### config.mk
export PLATFORM = sky130hd
export DESIGN_NAME = uecp_frame_assembler_unit_flat
export DESIGN_NICKNAME = d
export VERILOG_FILES = /design/src/rtl/uecp_pkg.sv /design/src/rtl/uecp_intf.sv /design/src/rtl/uecp_front.sv /design/src/rtl/uecp_queue.sv /design/src/rtl/uecp_back.sv /design/src/rtl/uecp_frame_assembler_unit.sv /design/src/flat_wrapper.sv
export SDC_FILE = /design/constraint.sdc
export NUM_CORES = 1
export LEC_CHECK = 0
export ABC_AREA = 1
export BUFFER_PORTS_ARGS = -buffer_cell sky130_fd_sc_hd__buf_2
export CORE_ASPECT_RATIO = 1.2
export CORE_MARGIN = 4
export CORE_UTILIZATION = 45
export DETAILED_ROUTE_END_ITERATION = 8
export PLACE_DENSITY_LB_ADDON = 0.15
export SKIP_LAST_GASP = 1
export SYNTH_ARGS = -nofsm -noshare
export SYNTH_HDL_FRONTEND = slang
export SYNTH_SLANG_ARGS = --single-unit
### constraint.sdc
create_clock -name clk -period 2.7 [get_ports clk]
set_input_delay 0.27 -clock clk [delete_from_list [all_inputs] [get_ports clk]]
set_output_delay 0.27 -clock clk [all_outputs]
set_load 0.01 [all_outputs]
### src/rtl/uecp_pkg.sv
// ----------------------------------------------------------------------------
// UECP frame assembler package
// Shared constants, queue entry type and the CRC-16-CCITT byte update.
// ----------------------------------------------------------------------------
package uecp_pkg;

  localparam logic [7:0]  START_BYTE = 8'hFE;
  localparam logic [7:0]  STOP_BYTE  = 8'hFF;
  localparam logic [7:0]  ESC_BYTE   = 8'hFD;
  localparam logic [15:0] CRC_INIT   = 16'hFFFF;

  localparam int CFG_IDX_W = 2;
  localparam logic [CFG_IDX_W-1:0] REG_SITE_ADDRESS    = 2'd0;
  localparam logic [CFG_IDX_W-1:0] REG_SEQUENCE_NUMBER = 2'd1;

  // one classified item, handed from the front to the back
  typedef struct packed {
    logic [7:0] data;
    logic [7:0] len;
    logic       first;
    logic       close;   // emit CRC and stop byte after this item
  } frame_job_t;

  // CRC-16-CCITT (poly 0x1021), one byte, table-free form
  function automatic logic [15:0] crc_step(logic [15:0] c, logic [7:0] b);
    logic [15:0] x;
    x      = {c[7:0], c[15:8]};
    x[7:0] = x[7:0] ^ b;
    x      = x ^ {12'd0, x[7:4]};
    x      = x ^ {x[3:0], 12'd0};
    x      = x ^ {3'd0, x[7:0], 5'd0};
    return x;
  endfunction

endpackage

### src/rtl/uecp_intf.sv
// ----------------------------------------------------------------------------
// UECP frame assembler channels
// Input item, output byte and configuration write channels.
// ----------------------------------------------------------------------------
interface uecp_in_if;
  logic       valid;
  logic       ready;
  logic [7:0] data_byte;
  logic [7:0] msg_length;
  logic       first_byte;
  logic       final_byte;

  modport source (output valid, data_byte, msg_length, first_byte, final_byte,
                  input ready);
  modport sink (input valid, data_byte, msg_length, first_byte, final_byte,
                output ready);
endinterface

interface uecp_out_if;
  logic       valid;
  logic       ready;
  logic [7:0] out_byte;
  logic       run_last;

  modport source (output valid, out_byte, run_last, input ready);
  modport sink (input valid, out_byte, run_last, output ready);
endinterface

interface uecp_cfg_if;
  logic        valid;
  logic        ready;
  logic [1:0]  index;
  logic [15:0] data;

  modport source (output valid, index, data, input ready);
  modport sink (input valid, index, data, output ready);
endinterface

### src/rtl/uecp_front.sv
// ----------------------------------------------------------------------------
// UECP front end
// Accepts input items, tracks the open frame and queues the items that
// produce output, with the close decision already made.
// ----------------------------------------------------------------------------
module uecp_front
  import uecp_pkg::*;
(
  input  logic        clk,
  input  logic        rst,
  uecp_in_if.sink     byte_in,
  input  logic        q_full,
  output logic        q_push,
  output frame_job_t  q_job
);

  logic frame_open;
  logic frame_open_next;
  logic accept;
  logic empty_frame;

  assign byte_in.ready = !q_full;
  assign accept        = byte_in.valid && byte_in.ready;
  assign empty_frame   = (byte_in.msg_length == 8'd0);

  always_comb begin
    q_job.data  = byte_in.data_byte;
    q_job.len   = byte_in.msg_length;
    q_job.first = byte_in.first_byte;
    q_job.close = byte_in.first_byte ? (empty_frame || byte_in.final_byte)
                                     : byte_in.final_byte;
    // bytes outside a frame are dropped here
    q_push          = accept && (byte_in.first_byte || frame_open);
    frame_open_next = frame_open;
    if (q_push) begin
      frame_open_next = !q_job.close;
    end
  end

  always_ff @(posedge clk) begin
    if (rst) begin
      frame_open <= 1'b0;
    end else begin
      frame_open <= frame_open_next;
    end
  end

endmodule

### src/rtl/uecp_queue.sv
// ----------------------------------------------------------------------------
// UECP job queue
// Small FIFO of classified items between the front and the back.
// ----------------------------------------------------------------------------
module uecp_queue
  import uecp_pkg::*;
#(
  parameter int DEPTH = 2
)(
  input  logic       clk,
  input  logic       rst,
  input  logic       push,
  input  frame_job_t push_job,
  output logic       full,
  input  logic       pop,
  output logic       head_valid,
  output frame_job_t head_job
);

  localparam int PTR_W = (DEPTH > 1) ? $clog2(DEPTH) : 1;
  localparam int CNT_W = $clog2(DEPTH + 1);
  localparam logic [PTR_W-1:0] LAST_PTR = PTR_W'(DEPTH - 1);
  localparam logic [CNT_W-1:0] FULL_CNT = CNT_W'(DEPTH);

  frame_job_t       entries [DEPTH];
  logic [PTR_W-1:0] wr_ptr;
  logic [PTR_W-1:0] rd_ptr;
  logic [CNT_W-1:0] count;
  logic             do_push;
  logic             do_pop;

  assign full       = (count == FULL_CNT);
  assign head_valid = (count != '0);
  assign head_job   = entries[rd_ptr];
  assign do_push    = push && !full;
  assign do_pop     = pop && head_valid;

  always_ff @(posedge clk) begin
    if (do_push) begin
      entries[wr_ptr] <= push_job;
    end
  end

  always_ff @(posedge clk) begin
    if (rst) begin
      wr_ptr <= '0;
      rd_ptr <= '0;
      count  <= '0;
    end else begin
      if (do_push) begin
        wr_ptr <= (wr_ptr == LAST_PTR) ? '0 : wr_ptr + 1'b1;
      end
      if (do_pop) begin
        rd_ptr <= (rd_ptr == LAST_PTR) ? '0 : rd_ptr + 1'b1;
      end
      if (do_push && !do_pop) begin
        count <= count + 1'b1;
      end else if (do_pop && !do_push) begin
        count <= count - 1'b1;
      end
    end
  end

endmodule

### src/rtl/uecp_back.sv
// ----------------------------------------------------------------------------
// UECP back end
// Byte sequencer: header, data, CRC and stop bytes with escape stuffing,
// one byte per cycle unless the output stalls, into a registered output stage.
// ----------------------------------------------------------------------------
module uecp_back
  import uecp_pkg::*;
(
  input  logic        clk,
  input  logic        rst,
  input  logic        q_valid,
  input  frame_job_t  q_job,
  output logic        q_pop,
  uecp_cfg_if.sink    cfg,
  uecp_out_if.source  frame_out
);

  localparam logic [3:0] PH_IDLE   = 4'd0;
  localparam logic [3:0] PH_START  = 4'd1;
  localparam logic [3:0] PH_ADDR_H = 4'd2;
  localparam logic [3:0] PH_ADDR_L = 4'd3;
  localparam logic [3:0] PH_SEQ    = 4'd4;
  localparam logic [3:0] PH_LEN    = 4'd5;
  localparam logic [3:0] PH_DATA   = 4'd6;
  localparam logic [3:0] PH_CRC_H  = 4'd7;
  localparam logic [3:0] PH_CRC_L  = 4'd8;
  localparam logic [3:0] PH_STOP   = 4'd9;

  logic [15:0] site_address;
  logic [7:0]  sequence_number;
  logic [15:0] running_check;
  logic [3:0]  phase;
  logic [3:0]  phase_next;
  frame_job_t  job;
  logic        esc_pending;
  logic [1:0]  esc_code;
  logic        out_valid;
  logic [7:0]  out_byte;
  logic        out_last;

  logic [7:0]  cur_byte;
  logic [15:0] crc_final;
  logic        checked;
  logic        stuffable;
  logic        need_esc;
  logic        step_done;
  logic        job_end;
  logic        advance;
  logic [7:0]  emit_byte;

  assign cfg.ready          = 1'b1;
  assign frame_out.valid    = out_valid;
  assign frame_out.out_byte = out_byte;
  assign frame_out.run_last = out_last;

  assign crc_final = ~running_check;

  always_comb begin
    unique case (phase)
      PH_START:  cur_byte = START_BYTE;
      PH_ADDR_H: cur_byte = site_address[15:8];
      PH_ADDR_L: cur_byte = site_address[7:0];
      PH_SEQ:    cur_byte = sequence_number;
      PH_LEN:    cur_byte = job.len;
      PH_DATA:   cur_byte = job.data;
      PH_CRC_H:  cur_byte = crc_final[15:8];
      PH_CRC_L:  cur_byte = crc_final[7:0];
      PH_STOP:   cur_byte = STOP_BYTE;
      default:   cur_byte = 8'h00;
    endcase

    unique case (phase)
      PH_START:  phase_next = PH_ADDR_H;
      PH_ADDR_H: phase_next = PH_ADDR_L;
      PH_ADDR_L: phase_next = PH_SEQ;
      PH_SEQ:    phase_next = PH_LEN;
      PH_LEN:    phase_next = (job.len == 8'd0) ? PH_CRC_H : PH_DATA;
      PH_DATA:   phase_next = job.close ? PH_CRC_H : PH_IDLE;
      PH_CRC_H:  phase_next = PH_CRC_L;
      PH_CRC_L:  phase_next = PH_STOP;
      default:   phase_next = PH_IDLE;
    endcase

    checked   = (phase == PH_ADDR_H) || (phase == PH_ADDR_L) || (phase == PH_SEQ) ||
                (phase == PH_LEN) || (phase == PH_DATA);
    stuffable = checked || (phase == PH_CRC_H) || (phase == PH_CRC_L);
    need_esc  = stuffable && !esc_pending && (cur_byte >= ESC_BYTE);
    step_done = !need_esc;
    job_end   = step_done && (phase_next == PH_IDLE);
    advance   = (phase != PH_IDLE) && (!out_valid || frame_out.ready);
    emit_byte = esc_pending ? {6'd0, esc_code} : (need_esc ? ESC_BYTE : cur_byte);
    // next job starts right behind the last byte of the current one
    q_pop     = q_valid && ((phase == PH_IDLE) || (advance && job_end));
  end

  always_ff @(posedge clk) begin
    if (rst) begin
      site_address    <= 16'd0;
      sequence_number <= 8'd0;
    end else if (cfg.valid && cfg.ready) begin
      if (cfg.index == REG_SITE_ADDRESS) begin
        site_address <= cfg.data;
      end else if (cfg.index == REG_SEQUENCE_NUMBER) begin
        sequence_number <= cfg.data[7:0];
      end
    end
  end

  always_ff @(posedge clk) begin
    if (rst) begin
      phase         <= PH_IDLE;
      esc_pending   <= 1'b0;
      out_valid     <= 1'b0;
      running_check <= CRC_INIT;
    end else begin
      if (advance) begin
        out_valid   <= 1'b1;
        esc_pending <= need_esc;
      end else if (frame_out.ready) begin
        out_valid <= 1'b0;
      end
      if (q_pop) begin
        phase <= q_job.first ? PH_START : PH_DATA;
      end else if (advance && !need_esc) begin
        phase <= phase_next;
      end
      // a new frame reloads the CRC; otherwise the last data byte carries over
      if (q_pop && q_job.first) begin
        running_check <= CRC_INIT;
      end else if (advance && checked && !esc_pending) begin
        running_check <= crc_step(running_check, cur_byte);
      end
    end
  end

  always_ff @(posedge clk) begin
    if (advance) begin
      out_byte <= emit_byte;
      out_last <= job_end;
      if (need_esc) begin
        // 0xFD/0xFE/0xFF -> 0/1/2
        esc_code <= cur_byte[1:0] - 2'd1;
      end
    end
    if (q_pop) begin
      job <= q_job;
    end
  end

endmodule

### src/rtl/uecp_frame_assembler_unit.sv
// ----------------------------------------------------------------------------
// UECP frame assembler
// Path: an accepted item goes through the queue into the byte sequencer of the
// back end, which emits its bytes through the registered output stage.
// Throughput: one byte per cycle while the receiver is ready; an item gives
// 1-2 bytes mid-frame, up to 7 when closing, up to 16 as a one-byte frame.
// Reset: no frame open, CRC 0xFFFF, registers zero, queue and output empty.
// ----------------------------------------------------------------------------
module uecp_frame_assembler_unit
  import uecp_pkg::*;
#(
  parameter int QUEUE_DEPTH = 2
)(
  input  logic        clk,
  input  logic        rst,
  uecp_in_if.sink     byte_in,
  uecp_cfg_if.sink    cfg,
  uecp_out_if.source  frame_out
);

  logic       q_full;
  logic       q_push;
  frame_job_t q_push_job;
  logic       q_pop;
  logic       q_valid;
  frame_job_t q_head_job;

  uecp_front u_front (
    .clk     (clk),
    .rst     (rst),
    .byte_in (byte_in),
    .q_full  (q_full),
    .q_push  (q_push),
    .q_job   (q_push_job)
  );

  uecp_queue #(
    .DEPTH (QUEUE_DEPTH)
  ) u_queue (
    .clk        (clk),
    .rst        (rst),
    .push       (q_push),
    .push_job   (q_push_job),
    .full       (q_full),
    .pop        (q_pop),
    .head_valid (q_valid),
    .head_job   (q_head_job)
  );

  uecp_back u_back (
    .clk       (clk),
    .rst       (rst),
    .q_valid   (q_valid),
    .q_job     (q_head_job),
    .q_pop     (q_pop),
    .cfg       (cfg),
    .frame_out (frame_out)
  );

endmodule

### src/flat_wrapper.sv
// flat-port wrapper written by rule: the top's interface ports become plain ports
module uecp_frame_assembler_unit_flat import uecp_pkg::*;
#(
  parameter int QUEUE_DEPTH = 2
)
  (clk, rst, byte_in_valid, byte_in_data_byte, byte_in_msg_length, byte_in_first_byte, byte_in_final_byte, byte_in_ready, cfg_valid, cfg_index, cfg_data, cfg_ready, frame_out_valid, frame_out_out_byte, frame_out_run_last, frame_out_ready);
  uecp_in_if byte_in_i ();
  uecp_cfg_if cfg_i ();
  uecp_out_if frame_out_i ();
  input  logic clk;
  input  logic rst;
  input wire logic [$bits(byte_in_i.valid)-1:0] byte_in_valid;
  input wire logic [$bits(byte_in_i.data_byte)-1:0] byte_in_data_byte;
  input wire logic [$bits(byte_in_i.msg_length)-1:0] byte_in_msg_length;
  input wire logic [$bits(byte_in_i.first_byte)-1:0] byte_in_first_byte;
  input wire logic [$bits(byte_in_i.final_byte)-1:0] byte_in_final_byte;
  output wire logic [$bits(byte_in_i.ready)-1:0] byte_in_ready;
  input wire logic [$bits(cfg_i.valid)-1:0] cfg_valid;
  input wire logic [$bits(cfg_i.index)-1:0] cfg_index;
  input wire logic [$bits(cfg_i.data)-1:0] cfg_data;
  output wire logic [$bits(cfg_i.ready)-1:0] cfg_ready;
  output wire logic [$bits(frame_out_i.valid)-1:0] frame_out_valid;
  output wire logic [$bits(frame_out_i.out_byte)-1:0] frame_out_out_byte;
  output wire logic [$bits(frame_out_i.run_last)-1:0] frame_out_run_last;
  input wire logic [$bits(frame_out_i.ready)-1:0] frame_out_ready;
  assign byte_in_i.valid = byte_in_valid;
  assign byte_in_i.data_byte = byte_in_data_byte;
  assign byte_in_i.msg_length = byte_in_msg_length;
  assign byte_in_i.first_byte = byte_in_first_byte;
  assign byte_in_i.final_byte = byte_in_final_byte;
  assign byte_in_ready = byte_in_i.ready;
  assign cfg_i.valid = cfg_valid;
  assign cfg_i.index = cfg_index;
  assign cfg_i.data = cfg_data;
  assign cfg_ready = cfg_i.ready;
  assign frame_out_valid = frame_out_i.valid;
  assign frame_out_out_byte = frame_out_i.out_byte;
  assign frame_out_run_last = frame_out_i.run_last;
  assign frame_out_i.ready = frame_out_ready;
  uecp_frame_assembler_unit #(.QUEUE_DEPTH(QUEUE_DEPTH)) u_core (.clk(clk), .rst(rst), .byte_in(byte_in_i), .cfg(cfg_i), .frame_out(frame_out_i));
endmodule
==> results of run 1 <==
## power groups by stage
stage	Sequential [mW]	Combinational (mW)	Clock (mW)
after floorplan	2.57	1.30	0
after global placement	2.60	1.80	0
after detailed placement	2.61	1.83	0
after CTS	2.58	1.91	2.26
after global routing	2.63	2.35	2.35
final	2.59	2.12	2.22
## layout make-up
| type | instances | share of cell area (%) |
|---|---|---|
| clock buffers | 21 | 6.456 |
| clock inverters | 11 | 1.937 |
| inverters | 74 | 4.286 |
| multi-input cells | 396 | 32.16 |
| flip-flops and latches | 116 | 42.68 |
| well taps | 157 | 2.816 |
| repair buffers | 99 | 9.666 |
## cell usage in the layout, fill, tap and decap left out, types with 3 or more instances in the layout
cell type	count
dfxtp_4	4
mux2_2	17
buf_4	42
o21ai_0	33
nand3_1	60
nand2_1	114
clkinv_1	4
a21oi_1	14
inv_6	3
clkbuf_16	19
clkinv_2	3
nor4_1	5
o21ai_2	6
xor2_1	9
dfxtp_1	48
clkbuf_1	3
buf_2	51
edfxtp_1	64
nand2_2	14
inv_1	58
inv_2	9
nand2_4	6
nand3_2	11
buf_6	3
or2_1	3
nor2_2	5
nor2_1	64
bufinv_16	3
o21ai_1	4
nor2_4	8
## how the worst max path moves through the flow
stage	startpoint	end	slack, ns	cells after the start
finish	u_core.u_back.phase[2]	u_core.u_queue.count[1]	0.07	21
global route	u_core.u_back.phase[2]	u_core.u_queue.count[1]	-0.12	21
CTS	u_core.u_back.phase[1]	u_core.u_queue.count[1]	0.0005	22
detailed placement	u_core.u_back.phase[3]	u_core.u_queue.count[1]	-0.08	23
global placement	u_core.u_back.phase[2]	u_core.u_queue.count[1]	0.04	23
floorplan	u_core.u_back.phase[2]	u_core.u_queue.count[1]	0.05	22
## sequential cells by signal, summed over array words and instances (netlist names), named ones only
signal                            cells
u_core.u_queue.entries               36
u_core.u_back.job                    17
u_core.u_back.running_check          16
u_core.u_back.site_address           16
u_core.u_back.frame_out.out_byte      8
u_core.u_back.sequence_number         8
u_core.u_back.phase                   4
u_core.u_back.esc_code                2
u_core.u_queue.count                  2
u_core.u_back.esc_pending             1
u_core.u_back.frame_out.run_last      1
u_core.u_back.frame_out.valid         1
u_core.u_front.frame_open             1
u_core.u_queue.rd_ptr                 1
u_core.u_queue.wr_ptr                 1
## worst max-delay path, stage by stage (launching register included)
cell,delay [ns]
dfxtp_4,0.37
buf_4,0.15
nor2_4,0.14
nand2_2,0.08
o21ai_1,0.14
inv_1,0.07
nand3_2,0.08
inv_2,0.06
ha_2,0.18
o21ai_2,0.14
nor2_1,0.05
nand2_1,0.08
inv_2,0.04
nand3_2,0.07
nand3_2,0.08
nand2_4,0.09
nand2_4,0.06
ha_4,0.26
a21oi_4,0.11
o21ai_2,0.07
o21ai_1,0.12
a21oi_1,0.05
## cells by family after synthesis
| logic type | after synthesis | share of synthesized area, % |
|---|---|---|
| buf+inv | 91 | 7.174 |
| mux | 17 | 3.495 |
| simple gates | 296 | 25.75 |
| fa+ha+maj | 3 | 0.6855 |
| compound gates | 67 | 6.534 |
| other cells | 1 | 0.06847 |
| xor+xnor | 12 | 2.193 |
| flops | 116 | 54.10 |
## metal layers
metal	track usage, %	vias to the layer above
met3	4.967	29
li1	-	2196
met1	21.61	2010
met2	31.68	114
met4	10.48	0
met5	0	-
## timing repair
item | in CTS | in global routing
gates cloned | 0 | 2
pin swaps | 9 | 15
hold endpoints to repair | 0 | 0
hold buffers | 0 | 0
setup buffers | 16 | 8
resized for setup | 13 | 36
setup endpoints to repair | 20 | 44
## stage by stage
stage / instances / util [%] / power [mW] / cell area [µm²] / hold WS (ns)
floorplan: 603 / - / 3.868 / 5509 / 0.3233
global placement: 816 / 51.37 / 4.397 / 6025 / 0.4345
detailed placement: 816 / 51.37 / 4.441 / 6025 / 0.4417
CTS: 864 / 57.63 / 6.749 / 6759 / 0.02437
global route: 874 / 59.48 / 7.321 / 6977 / 0.02747
finish: 874 / 59.48 / 6.936 / 6977 / 0.04238
==> impl_results.md, run 1 <==
* Slew Limit Fails at 0
* Top cell type's share of synthesized area at about a third
* WL met3 at about 560 µm
* Drt total wl at 12740 µm
* Most frequent cells after synthesis: nand2_1, nor2_1, edfxtp_1
* Overall die width at 108.7 µm
* Core area at 11730 µm²
* Post-route setup slack at 0.07004 ns
* Routability congestion estimate at 0.9130
* Int Pwr at 4.677 mW
* Ranking of synthesized cells by area: edfxtp_1, dfxtp_1, nand2_1
* CTS HTree Levels at 4
* R2R setup slack at 0.07 ns
* Layout area overhead at 27.39%
* Fin. Hold Viols at 0
* Dpl ws at -0.07869 ns
* Initial core utilization at 46.69%
* Net Sw Power at 2.259 mW
* Mapped Area at 5477 µm²
* Seq pwr share at approximately 37%
* RSZ-0062 raised after global routing: yes
* CTS tree: built
* Synth warnings at 0
* Seq. cell area at 2978 µm²
* Area occupied by multi-input gates at 2243 µm²
* Worst VDD drop at 0.0005595 V
* DR pass1 iterations at 4
* Final Critical Period at 2.630 ns
* Worst Hold Path Cells at 1
* Most frequent cell after synthesis: nand2_1
* Cell count after synthesis at 603
* Setup-failing EPs final at 0
* First-pass GRT wire length at 20140 µm
* WS Path Type: reg -> reg
* Reg-to-Reg End: u_core.u_queue.count[1]
* Via density at 4.976
* Synth Flop Type: edfxtp_1
* Clock Skews at 0.01001 ns
* Syn_area_per_cell at around 9.1 µm²
* Critical Path Start Type: flip-flop
* R2R depth at 21
* Least-Margin Pin Slew at between 0.8 and 0.9 ns
* Comb pwr share at 30.6%
* Share of layout cells above drive strength 1 at 31.24%
* DR iter-0 viols at 212
* Total CTS buffers at 17
* Max cap viols at 0
* CP Data Required Time at about 3.0 ns
* Hold Crit Endpoint: u_core.u_queue.entries[1][16]
* Switch share at roughly a third
* Ports at 53
* Part of the power in the clock network at 32.0%
* Clock Path Buffers at 2
* DRC viols at 0
* Syn_nets at 647
* GRT overflow at 0
* Initial antenna violation count at 0
* Top routing layer in use: met4
* Crit path capture type: flip-flop
* # port buffers at 51
* Sequential area share after synthesis at between 50% and 60%
* Clock slew at reported path FFs at 0.06 ns
* Max-slew headroom at a little over two fifths
* Wl on met1 at 5273 µm
* Num rows at 43
* Routed wl met2 at 6478 µm
* RR Startpoint: u_core.u_back.phase[2]
* Die Height at around 130 µm
* Fmax at 380.2 MHz
* Drt wl/cell at 14.58 µm
* Synth area leader: edfxtp_1
* CTS sink cnt at 116
* Unique masters post-synth at 43
* Crit-path max FO at 4
* Die ar. at 14010 µm²
* Post-route ant nets at 0
* Hold path start: byte_in_data_byte[6]
* Vias in the first global route at ~4300
* Skew-Pair Late Insertion Delay at 0.42 ns
* HP Class: in -> reg
* Final TNS setup at 0 ns
* Total number of vias at 4349
* Root Driver: clkbuf_16
* Largest net degree at the start of global routing at 31
* Leak at 3.113 nW
* Asr flop ratio synth at 0%
* Flops & latches, synth at 116
* EDFF count, synth at 64
* Dpl hpwl at 8909 µm
* Fin crit share at 97.41%
* Number of diodes at 0
* Fin nets at between 700 and 800
* Cell Pwr Density at roughly 1000 nW/µm²
* Fillcell total at 1034
* Status: complete, no violations
* Critical path data arrival time at 2.93 ns
* All-Layer GR Usage at between 10% and 20%
Power figures use the tool's default switching activity.
==> run 2: changes to the inputs <==
==> constraint.sdc (replaced) <==
create_clock -name clk -period 2.7 [get_ports clk]
set_input_delay 0 -clock clk [delete_from_list [all_inputs] [get_ports clk]]
set_output_delay 0 -clock clk [all_outputs]
set_load 0.01 [all_outputs]
==> impl_results.md, run 2 (synthesis results as in run 1) <==
* Setup-failing EPs final at 0 (unchanged)
* Number of flip-flops in the largest register at 36 (unchanged)
* Final Critical Period at 2.632 ns (+0.001593 ns)
* Clock Skews at 0.009697 ns (-0.0003140 ns)
* Number of diodes at 0 (unchanged)
* Skew-Pair Late Insertion Delay at 0.42 ns (about the same)
* Ports at 53 (unchanged)
* Num rows at 43 (unchanged)
* Crit-path max FO at 4 (unchanged)
* Least-Margin Pin Slew at 0.8710 ns (+0.02660 ns)
* Final Instance Area at 7337 µm² (+5.2%)
* Clock slew at reported path FFs at 0.06 ns (about the same)
* Util after Layout at 62.56% (+3.1 points)
* Initial antenna violation count at 0 (unchanged)
* Initial core utilization at 46.69% (unchanged)
* Routability congestion estimate at 0.9130 (unchanged)
* First-pass GRT wire length at 21030 µm (+4.4%)
* Via density at 4.965 (-0.22%)
* Worst VDD drop at 0.0005694 V (+1.8%)
* Largest net degree at the start of global routing at 31 (unchanged)
* Clock Path Buffers at 2 (unchanged)
* Total number of vias at 4518 (+3.9%)
* Area occupied by multi-input gates at 2243 µm² (unchanged)
* Fmax at 380.0 MHz (about the same)
* Max-slew headroom at 41.87% (-1.8 points)
* Cell Pwr Density at 952.4 nW/µm² (-4.2%)
* Most common cell after layout, fill and taps aside: nand2_1
* Root Driver: clkbuf_16
* Layout area overhead at 33.97%
* Fillcell total at 992 (-4.1%)
* Max cap viols at 0 (unchanged)
* Seq. cell area at 2978 µm² (unchanged)
* RSZ-0062 raised after global routing: yes
* Area after DPL at 6025 µm² (unchanged)
* Post-route ant nets at 0 (unchanged)
* Overall die width at 108.7 µm (unchanged)
* DRC viols at 0 (unchanged)
* All-Layer GR Usage at 19.59% (+0.78 points)
* Core area at 11730 µm² (unchanged)
* CTS sink cnt at 116 (unchanged)
* Drt total wl at 13300 µm (+4.4%)
* Vias in the first global route at 4469 (+4.2%)
* Biggest regs: u_core.u_queue.entries x36, u_core.u_back.job x17
* Die Height at 128.8 µm (unchanged)
* Drt wl/cell at 14.61 µm (+0.24%)
* Reg with most FFs: u_core.u_queue.entries
* Total CTS buffers at 17 (unchanged)
* Commonest cells after routing, fill and taps aside: nand2_1, nor2_1, edfxtp_1, nand3_1, inv_1
* Dpl cells at 816 (unchanged)
* Die ar. at 14010 µm² (unchanged)
* GRT overflow at 0 (unchanged)
* Post-route insts no fill at 910 (+4.1%)
* HP Class: in -> reg
* Critical path data arrival time at 2.93 ns (about the same)
* Dpl hpwl at 8909 µm (unchanged)
* Dpl ws at -0.07869 ns (unchanged)
* CTS tree: built
* Leak at 3.263 nW (+4.8%)
* Status: complete, no violations
* DR iter-0 viols at 252 (+19%)
* Design Power at 6.988 mW (+0.74%)
* DR pass1 iterations at 5 (+1)
* CTS HTree Levels at 4 (unchanged)
* Post-route setup slack at 0.06844 ns (-0.001593 ns)
* Fin crit share at 97.47% (about the same)
* Slew Limit Fails at 0 (unchanged)
* # port buffers at 51 (unchanged)
* Crit path capture type: flip-flop
* Fin. Hold Viols at 0 (unchanged)
* Critical Path Start Type: flip-flop
* CP Data Required Time at 3.00 ns (about the same)
* Share of layout cells above drive strength 1 at 29.75% (-1.5 points)
* WS Path Type: reg -> reg
* Fin nets at 784 (+4.8%)
run 2: changes by cell type in the layout (fill, tap and decap cells not counted), sizes merged:
| cell | delta |
|---|---|
| dlygate4sd3 | +36 |
run 2: cell type report:
class                   count  area share, %
clock buffers              21          6.139
inverters                  74          4.076
well taps                 157          2.677
multi-input cells         396          30.58
clock inverters            11          1.842
flip-flops and latches    116          40.59
repair buffers            135          14.10
run 2: routing by layer:
layer	vias up	GRT usage [%]	wire length, µm
met2	135	33.65	6879
li1	2265	-	-
met3	25	4.917	596
met5	-	0	0
met1	2093	22.27	5410
met4	0	10.48	412
run 2: repair_timing:
| action | in CTS | in global routing |
|---|---|---|
| gates cloned | 0 | 2 |
| setup buffers | 16 | 8 |
| gates resized for setup | 13 | 36 |
| hold buffers | 36 | 0 |
| endpoints found under the setup margin | 20 | 44 |
| pin swaps | 9 | 15 |
| hold endpoints to repair | 69 | 0 |
run 2: through the flow:
stage | TNS (ns) | hold WS (ns)
after global routing | -0.1744 | 0.1321
after global placement | 0 | 0.1901
final | 0 | 0.08873
after CTS | 0 | 0.07918
after floorplan | 0 | 0.05327
after detailed placement | -0.07869 | 0.1935
run 2: worst paths after layout:
path,from,to,slack [ns],depth (start not counted)
setup / recovery,u_core.u_back.phase[2],u_core.u_queue.count[1],0.07,21
hold / removal,byte_in_valid,u_core.u_front.frame_open,0.09,4
setup reg to reg,u_core.u_back.phase[2],u_core.u_queue.count[1],0.07,21
hold reg to reg,u_core.u_back.sequence_number[7],u_core.u_back.sequence_number[7],0.45,2
run 2: worst max-delay path, cell delays in order (launching register included):
cell and delay [ns]:
dfxtp_4 0.37, buf_4 0.15, nor2_4 0.14, nand2_2 0.08, o21ai_1 0.14, inv_1 0.07, nand3_2 0.08, inv_2 0.06
ha_2 0.18, o21ai_2 0.14, nor2_1 0.05, nand2_1 0.08, inv_2 0.04, nand3_2 0.07, nand3_2 0.08, nand2_4 0.09
nand2_4 0.06, ha_4 0.26, a21oi_4 0.11, o21ai_2 0.07, o21ai_1 0.12, a21oi_1 0.05
run 2: report_power, final:
part / switching [mW] / internal, mW
Sequential: 0.238 / 2.35
Clock: 0.767 / 1.46
Combinational: 1.27 / 0.898
